### config.mk
export PLATFORM = sky130hd
export DESIGN_NAME = nearest_palette_nibble_packer_flat
export DESIGN_NICKNAME = d
export VERILOG_FILES = /design/src/rtl/npnp_pkg.sv /design/src/rtl/npnp_pix_if.sv /design/src/rtl/npnp_byte_if.sv /design/src/rtl/npnp_cfg_if.sv /design/src/rtl/npnp_front.sv /design/src/rtl/npnp_fifo.sv /design/src/rtl/npnp_back.sv /design/src/rtl/nearest_palette_nibble_packer.sv /design/src/flat_wrapper.sv
export SDC_FILE = /design/constraint.sdc
export NUM_CORES = 2
export LEC_CHECK = 0
export BUFFER_PORTS_ARGS = -buffer_cell sky130_fd_sc_hd__clkbuf_2
export CAP_MARGIN = 10
export CELL_PAD_IN_SITES_DETAIL_PLACEMENT = 1
export CELL_PAD_IN_SITES_GLOBAL_PLACEMENT = 1
export CORE_AREA = 2 2 413 415
export CTS_CLUSTER_SIZE = 28
export DETAILED_ROUTE_END_ITERATION = 8
export DIE_AREA = 0 0 415 417
export GPL_TIMING_DRIVEN = 1
export PLACE_DENSITY_LB_ADDON = 0.1
export SETUP_SLACK_MARGIN = 0.05
export SLEW_MARGIN = 20
export SYNTH_ARGS = -nofsm -noshare
export SYNTH_HDL_FRONTEND = slang
export SYNTH_SLANG_ARGS = --single-unit
### constraint.sdc
create_clock -name i_clk -period 8 [get_ports i_clk]
set_clock_uncertainty 0.1 [all_clocks]
set_input_delay 0.4 -clock i_clk [delete_from_list [all_inputs] [get_ports i_clk]]
set_output_delay 0.4 -clock i_clk [all_outputs]
set_load 0.03 [all_outputs]
### src/rtl/npnp_pkg.sv
// ============================================================================
// npnp_pkg: shared types and constants of the palette nibble packer
// Holds the palette reset colors, field widths and the distance function.
// ============================================================================
package npnp_pkg;

    localparam int COLOR_W     = 24;
    localparam int CHAN_W      = 8;
    localparam int NUM_REGS    = 8;
    localparam int REG_W       = 3;
    localparam int CFG_IDX_W   = 8;
    localparam int ENTRY_MAX   = 16;
    localparam int IDX_W       = 4;
    localparam int SUM_W       = 18;
    localparam int DIST_W      = SUM_W + 1;
    localparam int BYTE_W      = 2 * IDX_W;
    localparam int QUEUE_DEPTH = 4;
    localparam int QPTR_W      = 2;
    localparam int QCNT_W      = 3;

    typedef logic [COLOR_W-1:0]   t_color;
    typedef logic [CHAN_W-1:0]    t_chan;
    typedef logic [DIST_W-1:0]    t_dist;
    typedef logic [IDX_W-1:0]     t_idx;
    typedef logic [CFG_IDX_W-1:0] t_cfg_idx;
    typedef logic [BYTE_W-1:0]    t_byte;

    localparam t_color RESET_PALETTE [NUM_REGS] = '{
        24'h000000, 24'hFFFFFF, 24'h438A1C, 24'h6440FF,
        24'hBF0000, 24'hFFF338, 24'hE87E00, 24'hC2A4F4
    };

    function automatic logic [2*CHAN_W-1:0] sq_diff(input t_chan a, input t_chan b);
        t_chan d;
        d = (a >= b) ? (a - b) : (b - a);
        return d * d;
    endfunction

    function automatic logic [SUM_W-1:0] color_dist(input t_chan r, input t_chan g,
                                                    input t_chan b, input t_color c);
        return SUM_W'(sq_diff(r, c[23:16])) + SUM_W'(sq_diff(g, c[15:8]))
             + SUM_W'(sq_diff(b, c[7:0]));
    endfunction

endpackage

### src/rtl/npnp_pix_if.sv
// ============================================================================
// npnp_pix_if: pixel channel
// Valid/ready channel carrying one 8-bit RGB pixel per beat.
// ============================================================================
interface npnp_pix_if;
    logic       valid;
    logic       ready;
    logic [7:0] red;
    logic [7:0] green;
    logic [7:0] blue;

    modport source(output valid, red, green, blue, input ready);
    modport sink(input valid, red, green, blue, output ready);
endinterface

### src/rtl/npnp_byte_if.sv
// ============================================================================
// npnp_byte_if: packed byte channel
// Valid/ready channel carrying one byte of two palette indexes per beat.
// ============================================================================
interface npnp_byte_if;
    logic       valid;
    logic       ready;
    logic [7:0] packed_byte;

    modport source(output valid, packed_byte, input ready);
    modport sink(input valid, packed_byte, output ready);
endinterface

### src/rtl/npnp_cfg_if.sv
// ============================================================================
// npnp_cfg_if: configuration write channel
// Valid/ready channel carrying a register index and its write data.
// ============================================================================
interface npnp_cfg_if;
    logic        valid;
    logic        ready;
    logic [7:0]  index;
    logic [23:0] data;

    modport source(output valid, index, data, input ready);
    modport sink(input valid, index, data, output ready);
endinterface

### src/rtl/npnp_front.sv
// ============================================================================
// npnp_front: palette registers and nearest-color search
// Computes all palette distances in one stage, then picks the minimum through
// a four-level registered tree where the lower index wins on a tie.
// ============================================================================
module npnp_front #(
    parameter int PALETTE_SIZE = 8
) (
    input  logic             i_clk,
    input  logic             i_rst_n,
    npnp_pix_if.sink         i_pix,
    npnp_cfg_if.sink         i_cfg,
    output logic             o_valid,
    input  logic             i_ready,
    output npnp_pkg::t_idx   o_idx
);
    import npnp_pkg::*;

    t_color r_pal [NUM_REGS];
    t_color w_color [ENTRY_MAX];
    t_dist  w_dist [ENTRY_MAX];
    logic   w_cfg_hit;
    logic   w_en;
    logic   r_v0, r_v1, r_v2, r_v3, r_v4;
    t_dist  r_d0 [ENTRY_MAX];
    t_dist  r_d1 [8];
    t_idx   r_i1 [8];
    t_dist  r_d2 [4];
    t_idx   r_i2 [4];
    t_dist  r_d3 [2];
    t_idx   r_i3 [2];
    t_idx   r_i4;

    assign i_cfg.ready = 1'b1;
    assign w_cfg_hit   = i_cfg.valid && (int'(i_cfg.index) < NUM_REGS)
                      && (int'(i_cfg.index) < PALETTE_SIZE);

    always_ff @(posedge i_clk) begin
        if (!i_rst_n) begin
            for (int k = 0; k < NUM_REGS; k++) begin
                r_pal[k] <= RESET_PALETTE[k];
            end
        end else if (w_cfg_hit) begin
            r_pal[i_cfg.index[REG_W-1:0]] <= i_cfg.data;
        end
    end

    for (genvar e = 0; e < ENTRY_MAX; e++) begin : g_entry
        if (e < NUM_REGS) begin : g_reg
            assign w_color[e] = r_pal[e];
        end else begin : g_zero
            assign w_color[e] = '0;
        end
        if (e < PALETTE_SIZE) begin : g_used
            assign w_dist[e] = {1'b0, color_dist(i_pix.red, i_pix.green, i_pix.blue,
                                                 w_color[e])};
        end else begin : g_unused
            assign w_dist[e] = '1;
        end
    end

    assign w_en        = !r_v4 || i_ready;
    assign i_pix.ready = w_en;
    assign o_valid     = r_v4;
    assign o_idx       = r_i4;

    always_ff @(posedge i_clk) begin
        if (!i_rst_n) begin
            r_v0 <= 1'b0;
            r_v1 <= 1'b0;
            r_v2 <= 1'b0;
            r_v3 <= 1'b0;
            r_v4 <= 1'b0;
        end else if (w_en) begin
            r_v0 <= i_pix.valid;
            r_v1 <= r_v0;
            r_v2 <= r_v1;
            r_v3 <= r_v2;
            r_v4 <= r_v3;
        end
    end

    always_ff @(posedge i_clk) begin
        if (w_en) begin
            for (int k = 0; k < ENTRY_MAX; k++) begin
                r_d0[k] <= w_dist[k];
            end
            for (int k = 0; k < 8; k++) begin
                if (r_d0[2*k+1] < r_d0[2*k]) begin
                    r_d1[k] <= r_d0[2*k+1];
                    r_i1[k] <= IDX_W'(2*k+1);
                end else begin
                    r_d1[k] <= r_d0[2*k];
                    r_i1[k] <= IDX_W'(2*k);
                end
            end
            for (int k = 0; k < 4; k++) begin
                if (r_d1[2*k+1] < r_d1[2*k]) begin
                    r_d2[k] <= r_d1[2*k+1];
                    r_i2[k] <= r_i1[2*k+1];
                end else begin
                    r_d2[k] <= r_d1[2*k];
                    r_i2[k] <= r_i1[2*k];
                end
            end
            for (int k = 0; k < 2; k++) begin
                if (r_d2[2*k+1] < r_d2[2*k]) begin
                    r_d3[k] <= r_d2[2*k+1];
                    r_i3[k] <= r_i2[2*k+1];
                end else begin
                    r_d3[k] <= r_d2[2*k];
                    r_i3[k] <= r_i2[2*k];
                end
            end
            r_i4 <= (r_d3[1] < r_d3[0]) ? r_i3[1] : r_i3[0];
        end
    end

endmodule

### src/rtl/npnp_fifo.sv
// ============================================================================
// npnp_fifo: index queue
// Four-entry queue of palette indexes between the search and the packer.
// ============================================================================
module npnp_fifo (
    input  logic           i_clk,
    input  logic           i_rst_n,
    input  logic           i_valid,
    output logic           o_ready,
    input  npnp_pkg::t_idx i_idx,
    output logic           o_valid,
    input  logic           i_ready,
    output npnp_pkg::t_idx o_idx
);
    import npnp_pkg::*;

    t_idx              r_mem [QUEUE_DEPTH];
    logic [QPTR_W-1:0] r_wr_ptr;
    logic [QPTR_W-1:0] r_rd_ptr;
    logic [QCNT_W-1:0] r_count;
    logic              w_push;
    logic              w_pop;

    assign o_ready = (r_count != QCNT_W'(QUEUE_DEPTH));
    assign o_valid = (r_count != '0);
    assign o_idx   = r_mem[r_rd_ptr];
    assign w_push  = i_valid && o_ready;
    assign w_pop   = o_valid && i_ready;

    always_ff @(posedge i_clk) begin
        if (w_push) begin
            r_mem[r_wr_ptr] <= i_idx;
        end
    end

    always_ff @(posedge i_clk) begin
        if (!i_rst_n) begin
            r_wr_ptr <= '0;
            r_rd_ptr <= '0;
            r_count  <= '0;
        end else begin
            if (w_push) begin
                r_wr_ptr <= r_wr_ptr + 1'b1;
            end
            if (w_pop) begin
                r_rd_ptr <= r_rd_ptr + 1'b1;
            end
            case ({w_push, w_pop})
                2'b10:   r_count <= r_count + 1'b1;
                2'b01:   r_count <= r_count - 1'b1;
                default: r_count <= r_count;
            endcase
        end
    end

endmodule

### src/rtl/npnp_back.sv
// ============================================================================
// npnp_back: nibble packer
// Holds the index of the first pixel of a pair and emits one byte after the
// second, through an output register.
// ============================================================================
module npnp_back (
    input  logic           i_clk,
    input  logic           i_rst_n,
    input  logic           i_valid,
    output logic           o_ready,
    input  npnp_pkg::t_idx i_idx,
    npnp_byte_if.source    o_byte
);
    import npnp_pkg::*;

    t_idx  r_held;
    logic  r_pending;
    logic  r_out_valid;
    t_byte r_out_data;
    logic  w_acc;

    assign o_ready            = !r_pending || !r_out_valid || o_byte.ready;
    assign w_acc              = i_valid && o_ready;
    assign o_byte.valid       = r_out_valid;
    assign o_byte.packed_byte = r_out_data;

    always_ff @(posedge i_clk) begin
        if (!i_rst_n) begin
            r_held      <= '0;
            r_pending   <= 1'b0;
            r_out_valid <= 1'b0;
        end else begin
            if (w_acc && !r_pending) begin
                r_held    <= i_idx;
                r_pending <= 1'b1;
            end else if (w_acc) begin
                r_pending   <= 1'b0;
                r_out_valid <= 1'b1;
            end else if (o_byte.ready) begin
                r_out_valid <= 1'b0;
            end
            if (w_acc && !r_pending && o_byte.ready) begin
                r_out_valid <= 1'b0;
            end
        end
    end

    always_ff @(posedge i_clk) begin
        if (w_acc && r_pending) begin
            r_out_data <= {r_held, i_idx};
        end
    end

    a_byte_follows_pair: assert property (@(posedge i_clk) disable iff (!i_rst_n)
        (w_acc && r_pending) |=> r_out_valid)
        else $error("Second index of a pair did not produce a byte.");

    a_pending_toggles: assert property (@(posedge i_clk) disable iff (!i_rst_n)
        w_acc |=> (r_pending != $past(r_pending)))
        else $error("Pair phase did not advance on an accepted index.");

    a_held_stable: assert property (@(posedge i_clk) disable iff (!i_rst_n)
        !w_acc |=> $stable(r_held))
        else $error("Held index changed without an accepted index.");

endmodule

### src/rtl/nearest_palette_nibble_packer.sv
// ============================================================================
// nearest_palette_nibble_packer: nearest palette color with nibble packing
// Maps each RGB pixel to the closest of the palette colors and packs the
// indexes of each pixel pair into one byte, first pixel in the high nibble.
//
//   Port     Direction  Beat
//   i_pix    in         one pixel: red, green, blue
//   i_cfg    in         one palette register write: index, data
//   o_byte   out        one packed byte per two pixels
//
// One pixel is accepted per cycle while the search pipeline is not stalled.
// A pixel passes the distance stage and the four-level minimum tree, then
// a four-entry queue to the packer, which has an output register.
// Reset is synchronous and restores the default palette and the pair phase.
// A stall on o_byte fills the queue first and then stops i_pix.
// ============================================================================
module nearest_palette_nibble_packer #(
    parameter int PALETTE_SIZE = 8
) (
    input  logic        i_clk,
    input  logic        i_rst_n,
    npnp_pix_if.sink    i_pix,
    npnp_cfg_if.sink    i_cfg,
    npnp_byte_if.source o_byte
);
    import npnp_pkg::*;

    logic w_f_valid;
    logic w_f_ready;
    t_idx w_f_idx;
    logic w_b_valid;
    logic w_b_ready;
    t_idx w_b_idx;

    npnp_front #(
        .PALETTE_SIZE(PALETTE_SIZE)
    ) u_front (
        .i_clk  (i_clk),
        .i_rst_n(i_rst_n),
        .i_pix  (i_pix),
        .i_cfg  (i_cfg),
        .o_valid(w_f_valid),
        .i_ready(w_f_ready),
        .o_idx  (w_f_idx)
    );

    npnp_fifo u_fifo (
        .i_clk  (i_clk),
        .i_rst_n(i_rst_n),
        .i_valid(w_f_valid),
        .o_ready(w_f_ready),
        .i_idx  (w_f_idx),
        .o_valid(w_b_valid),
        .i_ready(w_b_ready),
        .o_idx  (w_b_idx)
    );

    npnp_back u_back (
        .i_clk  (i_clk),
        .i_rst_n(i_rst_n),
        .i_valid(w_b_valid),
        .o_ready(w_b_ready),
        .i_idx  (w_b_idx),
        .o_byte (o_byte)
    );

endmodule
### src/flat_wrapper.sv
// flat-port wrapper written by rule: the top's interface ports become plain ports
module nearest_palette_nibble_packer_flat import npnp_pkg::*;
#(
    parameter int PALETTE_SIZE = 8
)
  (i_clk, i_rst_n, i_pix_valid, i_pix_red, i_pix_green, i_pix_blue, i_pix_ready, i_cfg_valid, i_cfg_index, i_cfg_data, i_cfg_ready, o_byte_valid, o_byte_packed_byte, o_byte_ready);
  npnp_pix_if i_pix_i ();
  npnp_cfg_if i_cfg_i ();
  npnp_byte_if o_byte_i ();
  input  logic i_clk;
  input  logic i_rst_n;
  input wire logic [$bits(i_pix_i.valid)-1:0] i_pix_valid;
  input wire logic [$bits(i_pix_i.red)-1:0] i_pix_red;
  input wire logic [$bits(i_pix_i.green)-1:0] i_pix_green;
  input wire logic [$bits(i_pix_i.blue)-1:0] i_pix_blue;
  output wire logic [$bits(i_pix_i.ready)-1:0] i_pix_ready;
  input wire logic [$bits(i_cfg_i.valid)-1:0] i_cfg_valid;
  input wire logic [$bits(i_cfg_i.index)-1:0] i_cfg_index;
  input wire logic [$bits(i_cfg_i.data)-1:0] i_cfg_data;
  output wire logic [$bits(i_cfg_i.ready)-1:0] i_cfg_ready;
  output wire logic [$bits(o_byte_i.valid)-1:0] o_byte_valid;
  output wire logic [$bits(o_byte_i.packed_byte)-1:0] o_byte_packed_byte;
  input wire logic [$bits(o_byte_i.ready)-1:0] o_byte_ready;
  assign i_pix_i.valid = i_pix_valid;
  assign i_pix_i.red = i_pix_red;
  assign i_pix_i.green = i_pix_green;
  assign i_pix_i.blue = i_pix_blue;
  assign i_pix_ready = i_pix_i.ready;
  assign i_cfg_i.valid = i_cfg_valid;
  assign i_cfg_i.index = i_cfg_index;
  assign i_cfg_i.data = i_cfg_data;
  assign i_cfg_ready = i_cfg_i.ready;
  assign o_byte_valid = o_byte_i.valid;
  assign o_byte_packed_byte = o_byte_i.packed_byte;
  assign o_byte_i.ready = o_byte_ready;
  nearest_palette_nibble_packer #(.PALETTE_SIZE(PALETTE_SIZE)) u_core (.i_clk(i_clk), .i_rst_n(i_rst_n), .i_pix(i_pix_i), .i_cfg(i_cfg_i), .o_byte(o_byte_i));
endmodule
### Word-level counts from Yosys, hierarchy flattened

Memories as Yosys holds them, arrays and structs flattened. A register that Yosys moved wholly into a read port is not among the register bits.
Cells that the tools add are included.

* memory bits (read-only): 0
* memories: 9
* memory bits (writable): 834
* latch bits: 0
* register bits after elaboration: 30
* input port bits: 61

* shift-type cells: 0
* divide/modulo/power cells: 0
* equality and inequality tests: 3
* multipliers: 24
* bitwise operators: 30
* reductions and logical operators: 20
* $add $sub $neg: 68
* $lt $le $gt $ge: 40
* muxes and demuxes: 155

Memory list
* u_core.u_front.r_d0: depth 16, bits a word 19, read ports 16, clocked after Yosys merged registers in 0, wr ports 16, line npnp_front.sv:25 `t_dist r_d0 [ENTRY_MAX];`
* u_core.u_front.r_pal: depth 8, bits a word 24, read ports 8, clocked after Yosys merged registers in 0, wr ports 8, line npnp_front.sv:19 `t_color r_pal [NUM_REGS];`
* u_core.u_front.r_d1: depth 8, bits a word 19, read ports 8, clocked after Yosys merged registers in 0, wr ports 8, line npnp_front.sv:26 `t_dist r_d1 [8];`
* u_core.u_front.r_d2: depth 4, bits a word 19, read ports 4, clocked after Yosys merged registers in 0, wr ports 4, line npnp_front.sv:28 `t_dist r_d2 [4];`
* u_core.u_front.r_d3: depth 2, bits a word 19, read ports 2, clocked after Yosys merged registers in 0, wr ports 2, line npnp_front.sv:30 `t_dist r_d3 [2];`
* u_core.u_front.r_i1: depth 8, bits a word 4, read ports 8, clocked after Yosys merged registers in 0, wr ports 8, line npnp_front.sv:27 `t_idx r_i1 [8];`
* 3 more memories

Operators with widths (count)
* multiplier 8 x 8 -> 16 bit: 24
* subtractor 8 bit: 48
* < comparator 19 bit: 15
* 2-to-1 mux 19 bit: 14
* greater-or-equal comparator 8 bit: 24
* 2-to-1 mux 8 bit: 24
* adder 17 x 16 -> 18 bit: 8
* adder 16 x 16 -> 17 bit: 8
* 2-to-1 mux 1 bit: 97
* 2-to-1 mux 4 bit: 15
* OR 1 bit: 28
* 2-to-1 mux 24 bit: 1
* OR reduction 24 bit: 1
* < comparator 8 x 4 -> 1 bit (second input constant): 1
* logical AND 1 bit: 7
* one-hot mux 3 bit (2 select lines): 1
* nonzero test 2 bit: 3
* adder 2 x 1 -> 2 bit (second input constant): 2
* 2-to-1 mux 2 bit: 2
* adder 3 x 1 -> 3 bit (second input constant): 1
* logical NOT 1 bit: 3
* logical OR 1 bit: 3
* 2-to-1 mux 3 bit: 1
* inequality test 3 bit (second input constant): 1
* 7 further kinds: 8

### Logic depth before layout (Yosys ltp)

* word-level depth: 8
* mapped depth: 35

### By module

From an unflattened synthesis, not the netlist that was laid out.

* cells, all modules: 8390
* area total of the unflattened synthesis: 81161.6 µm²

Modules (own cells, without submodules)
* npnp_front: times used 1, cells an instance 8281, area an instance 79600.1 µm²
* npnp_fifo: times used 1, cells an instance 72, area an instance 1066.0 µm²
* npnp_back: times used 1, cells an instance 37, area an instance 495.5 µm²

### Worst setup path before layout

No wires, ideal clock.

* path kind: input -> register
* start point: in i_pix_blue[1]
* end point: mem u_core.u_front.r_d0[0][54] (netlist name) (data pin)
* arrival: 8285 ps
* path buffers: 0
* slack: -643 ps
* required time: 7642 ps
* stages on the path: 27
* cells stage by stage: inv_1 ha_1 and4_1 a211o_1 a221oi_4 mux2i_1 xor2_1 nor2_1 fa_1 inv_1 fa_1 fa_1 inv_1 fa_1 fa_1 fa_1 inv_1 fa_1 inv_1 ha_1 or3_1 a21oi_1 o21ai_0 a2111oi_0 o31ai_1 a21oi_1 xnor2_1

RTL lines
* start: declaration: line flat_wrapper.sv:15 `input wire logic [$bits(i_pix_i.blue)-1:0] i_pix_blue;`
* end: declaration: line npnp_front.sv:25

==> impl_metrics.toml <==
[grt]
antenna_found_initial = 14
grtUsageTotal_pct = 32.8
grt_pass1_vias = 74340
grt_max_degree = 85
grt_overflow_total = 0
grt_pass1_wl_mm = 434

[timing]
maxSlewHeadroom_pct = 25.2
max_freq_mhz = 120
tightest_slew_ns = 1.12
rsz0062_at_grt = "yes"
worst_slack_ns = -0.341
fin_crit_sh_pct = 104
finalSetupViolCount = 38
min_period_ns = 8.34
slew_viol_final = 0
final_hold_viol_count = 0

[drt]
vias = 66405
ant_nets = 0
drc = 0
drtPass1Iterations = 7
avgRoutedWirePerCell_um = 23.6
vias_per_cell = 5.43
drt-initial-drc-count = 3740
wirelength_mm = 289

[yosys]
synth-async-reset-ratio_pct = 0
synth_cell_type_count = 97
synth_warnings = 0
synth_area_um2 = 80600
synth_top_cells_by_count = "inv_1, ha_1, fa_1, nor2_1, edfxtp_1"
ys.flop_type = "edfxtp_1"
yosys_register_bits = 495
yosysTopAreaCellShare_pct = 27.5
synth_enable_flop_cells = 476
synth-seq-area-share_pct = 18.2
avgSynthCellArea_um2 = 9.70
synth_top_area_cell = "fa_1"
ys_top_cells_by_area = "fa_1, edfxtp_1, ha_1"
postSynthCellCount = 8301
synth_most_common_cell = "inv_1"

[critical_path]
worstSetupStartpointType = "flop"
critPathMostFrequentCell = "fa_1"
max_stage_delay_ns = 0.51
critPathMaxFanout = 4
required_ns = 8.34
critPathArrivalTime_ns = 8.68
slowest_stage = "fa_1"
worstSetupPathType = "flop to flop"
end_kind = "flop"

[clocking]
clock_latency_ns = 0.72
h-tree-depth = 3
cts_buffer_depth = 3
cts-buffers-inserted = 71
clock_sinks = 495
clockRootBuffer = "clkbuf_16"
path_clk_slew_ns = 0.06
cts_tree = "yes"

[floorplan]
core_um2 = 169000
dieArea_um2 = 173000
die_x_um = 415
initial_core_util_pct = 47.8
ios = 72
fp.dieH_um = 417
rows = 151

[run_status]
status = "finished, violations left"
violations = "negative setup slack"

[placement]
dp_hpwl_mm = 236
dp_slack_ns = -1.16
portBuffers = 68
place.gp.congestion = 0.949

[cells_and_area]
drive_gt1_share_pct = 27.2
num-nets-final = 12222
area_growth_pct = 27.2

[job]
cap_viol_max_count = 0

[min_path]
hold_path_class = "primary input to flop"
cell type report:
type / count / area [µm²]
Antenna cell: 2 / 5.00
Clock buffer: 82 / 1820
Clock inverter: 46 / 480
Fill cell: 18643 / 66100
Inverter: 1949 / 7350
Multi-Input combinational cell: 5700 / 61600
Sequential cell: 495 / 14700
Tap cell: 2218 / 2780
Timing Repair Buffer: 1730 / 13800
timing repair:
action	in CTS	in global routing
endpoints found under the setup margin	70	73
gates resized for setup	366	353
pin swaps	284	235
cloned	1	0
setup buffers	112	77
hold endpoints to repair	2	0
hold buffers	2	0
cells in the final DEF (no fill, tap or decap), types with 61 or more instances in the layout:
cell type	netlist	layout
nor3_1	84	73
clkbuf_2	0	68
nor2_1	641	587
and3_1	90	86
inv_1	1935	1847
and2_1	164	161
inv_2	11	90
clkbuf_16	0	72
or3_1	63	61
xnor2_1	154	109
mux2_2	85	84
ha_1	1108	1045
edfxtp_1	476	476
nand2b_1	167	146
nor2b_1	84	77
buf_4	4	1535
a21o_1	164	162
buf_6	3	66
a21oi_1	320	278
o21ai_0	204	157
nand2_1	251	232
or2_2	112	103
fa_1	1106	1054
cell families (layout without fill, tap and decap cells):
group           count (synthesis)  count (layout)  synth area share [%]
buf+inv                      2107            3807                  9.92
flops                         495             495                  18.2
simple gates                 1818            1818                  11.3
fa+ha+maj                    2214            2214                  44.7
mux                           195             195                  2.61
other cells                     2               5               0.00932
xor+xnor                      262             262                  3.06
compound gates               1208            1208                  10.2
worst paths after layout:
path	start	endpoint	slack, ns	cells after the start
setup / recovery	u_core.u_front.r_pal[2][0]	u_core.u_front.r_d0[0][52]	-0.34	32
hold / removal	i_rst_n	u_core.u_back.r_pending	0.14	4
setup reg to reg	u_core.u_front.r_pal[2][0]	u_core.u_front.r_d0[0][52]	-0.34	32
hold reg to reg	u_core.u_front.r_i3[0][1]	u_core.u_front.o_idx[1]	0.32	0
per-stage QoR:
step	TNS [ns]	cell area [µm²]	instances	hold WS, ns	utilization, %
6_report	-4.85	102000	12222	0.137	60.8
5_1_grt	-18.38	102000	12221	0.136	60.8
4_1_cts	-1.84	100000	12164	0.0963	59.6
3_5_place_dp	-61.02	95600	11922	0.306	56.7
3_3_place_gp	-43.50	95600	11922	0.302	56.7
2_1_floorplan	-1.65	81300	8302	0.300	-
metal layers:
metal	track usage, %	vias up	share of wire, %
met5	0	-	0.011
met4	14.7	4	5.3
li1	-	29993	-
met3	4.40	556	4.5
met1	39.5	34392	39
met2	58.4	1460	51
registers in the layout (all words and copies together) (netlist names), named ones only:
name and flops:
u_core.u_back.o_byte.packed_byte 6, u_core.u_back.r_pending 1, u_core.u_fifo.r_rd_ptr 2, u_core.u_fifo.r_mem 12, u_core.u_front.r_v1 1, u_core.u_fifo.r_wr_ptr 2
u_core.u_front.r_pal 192, u_core.u_front.r_i3 3, u_core.u_front.o_valid 1, u_core.u_front.o_idx 3, u_core.u_front.r_v2 1, u_core.u_back.r_held 3
u_core.u_front.r_d2 36, u_core.u_front.r_i1 4, u_core.u_front.r_d0 144, u_core.u_front.r_i2 4, u_core.u_back.o_byte.valid 1, u_core.u_fifo.r_count 3
u_core.u_front.r_v0 1, u_core.u_front.r_d1 72, u_core.u_front.r_v3 1
critical path, delay by kind of cell (launching register included):
family | cells | cell delay (ns)
fa+ha+maj | 10 | 4.05
xor+xnor | 2 | 0.35
buf+inv | 11 | 1.12
flops | 1 | 0.38
simple gates | 2 | 0.43
compound gates | 6 | 1.38
mux | 1 | 0.28
Power is not shown: default switching activity piles up to over one toggle a cycle in this logic, so the estimate is an artifact.
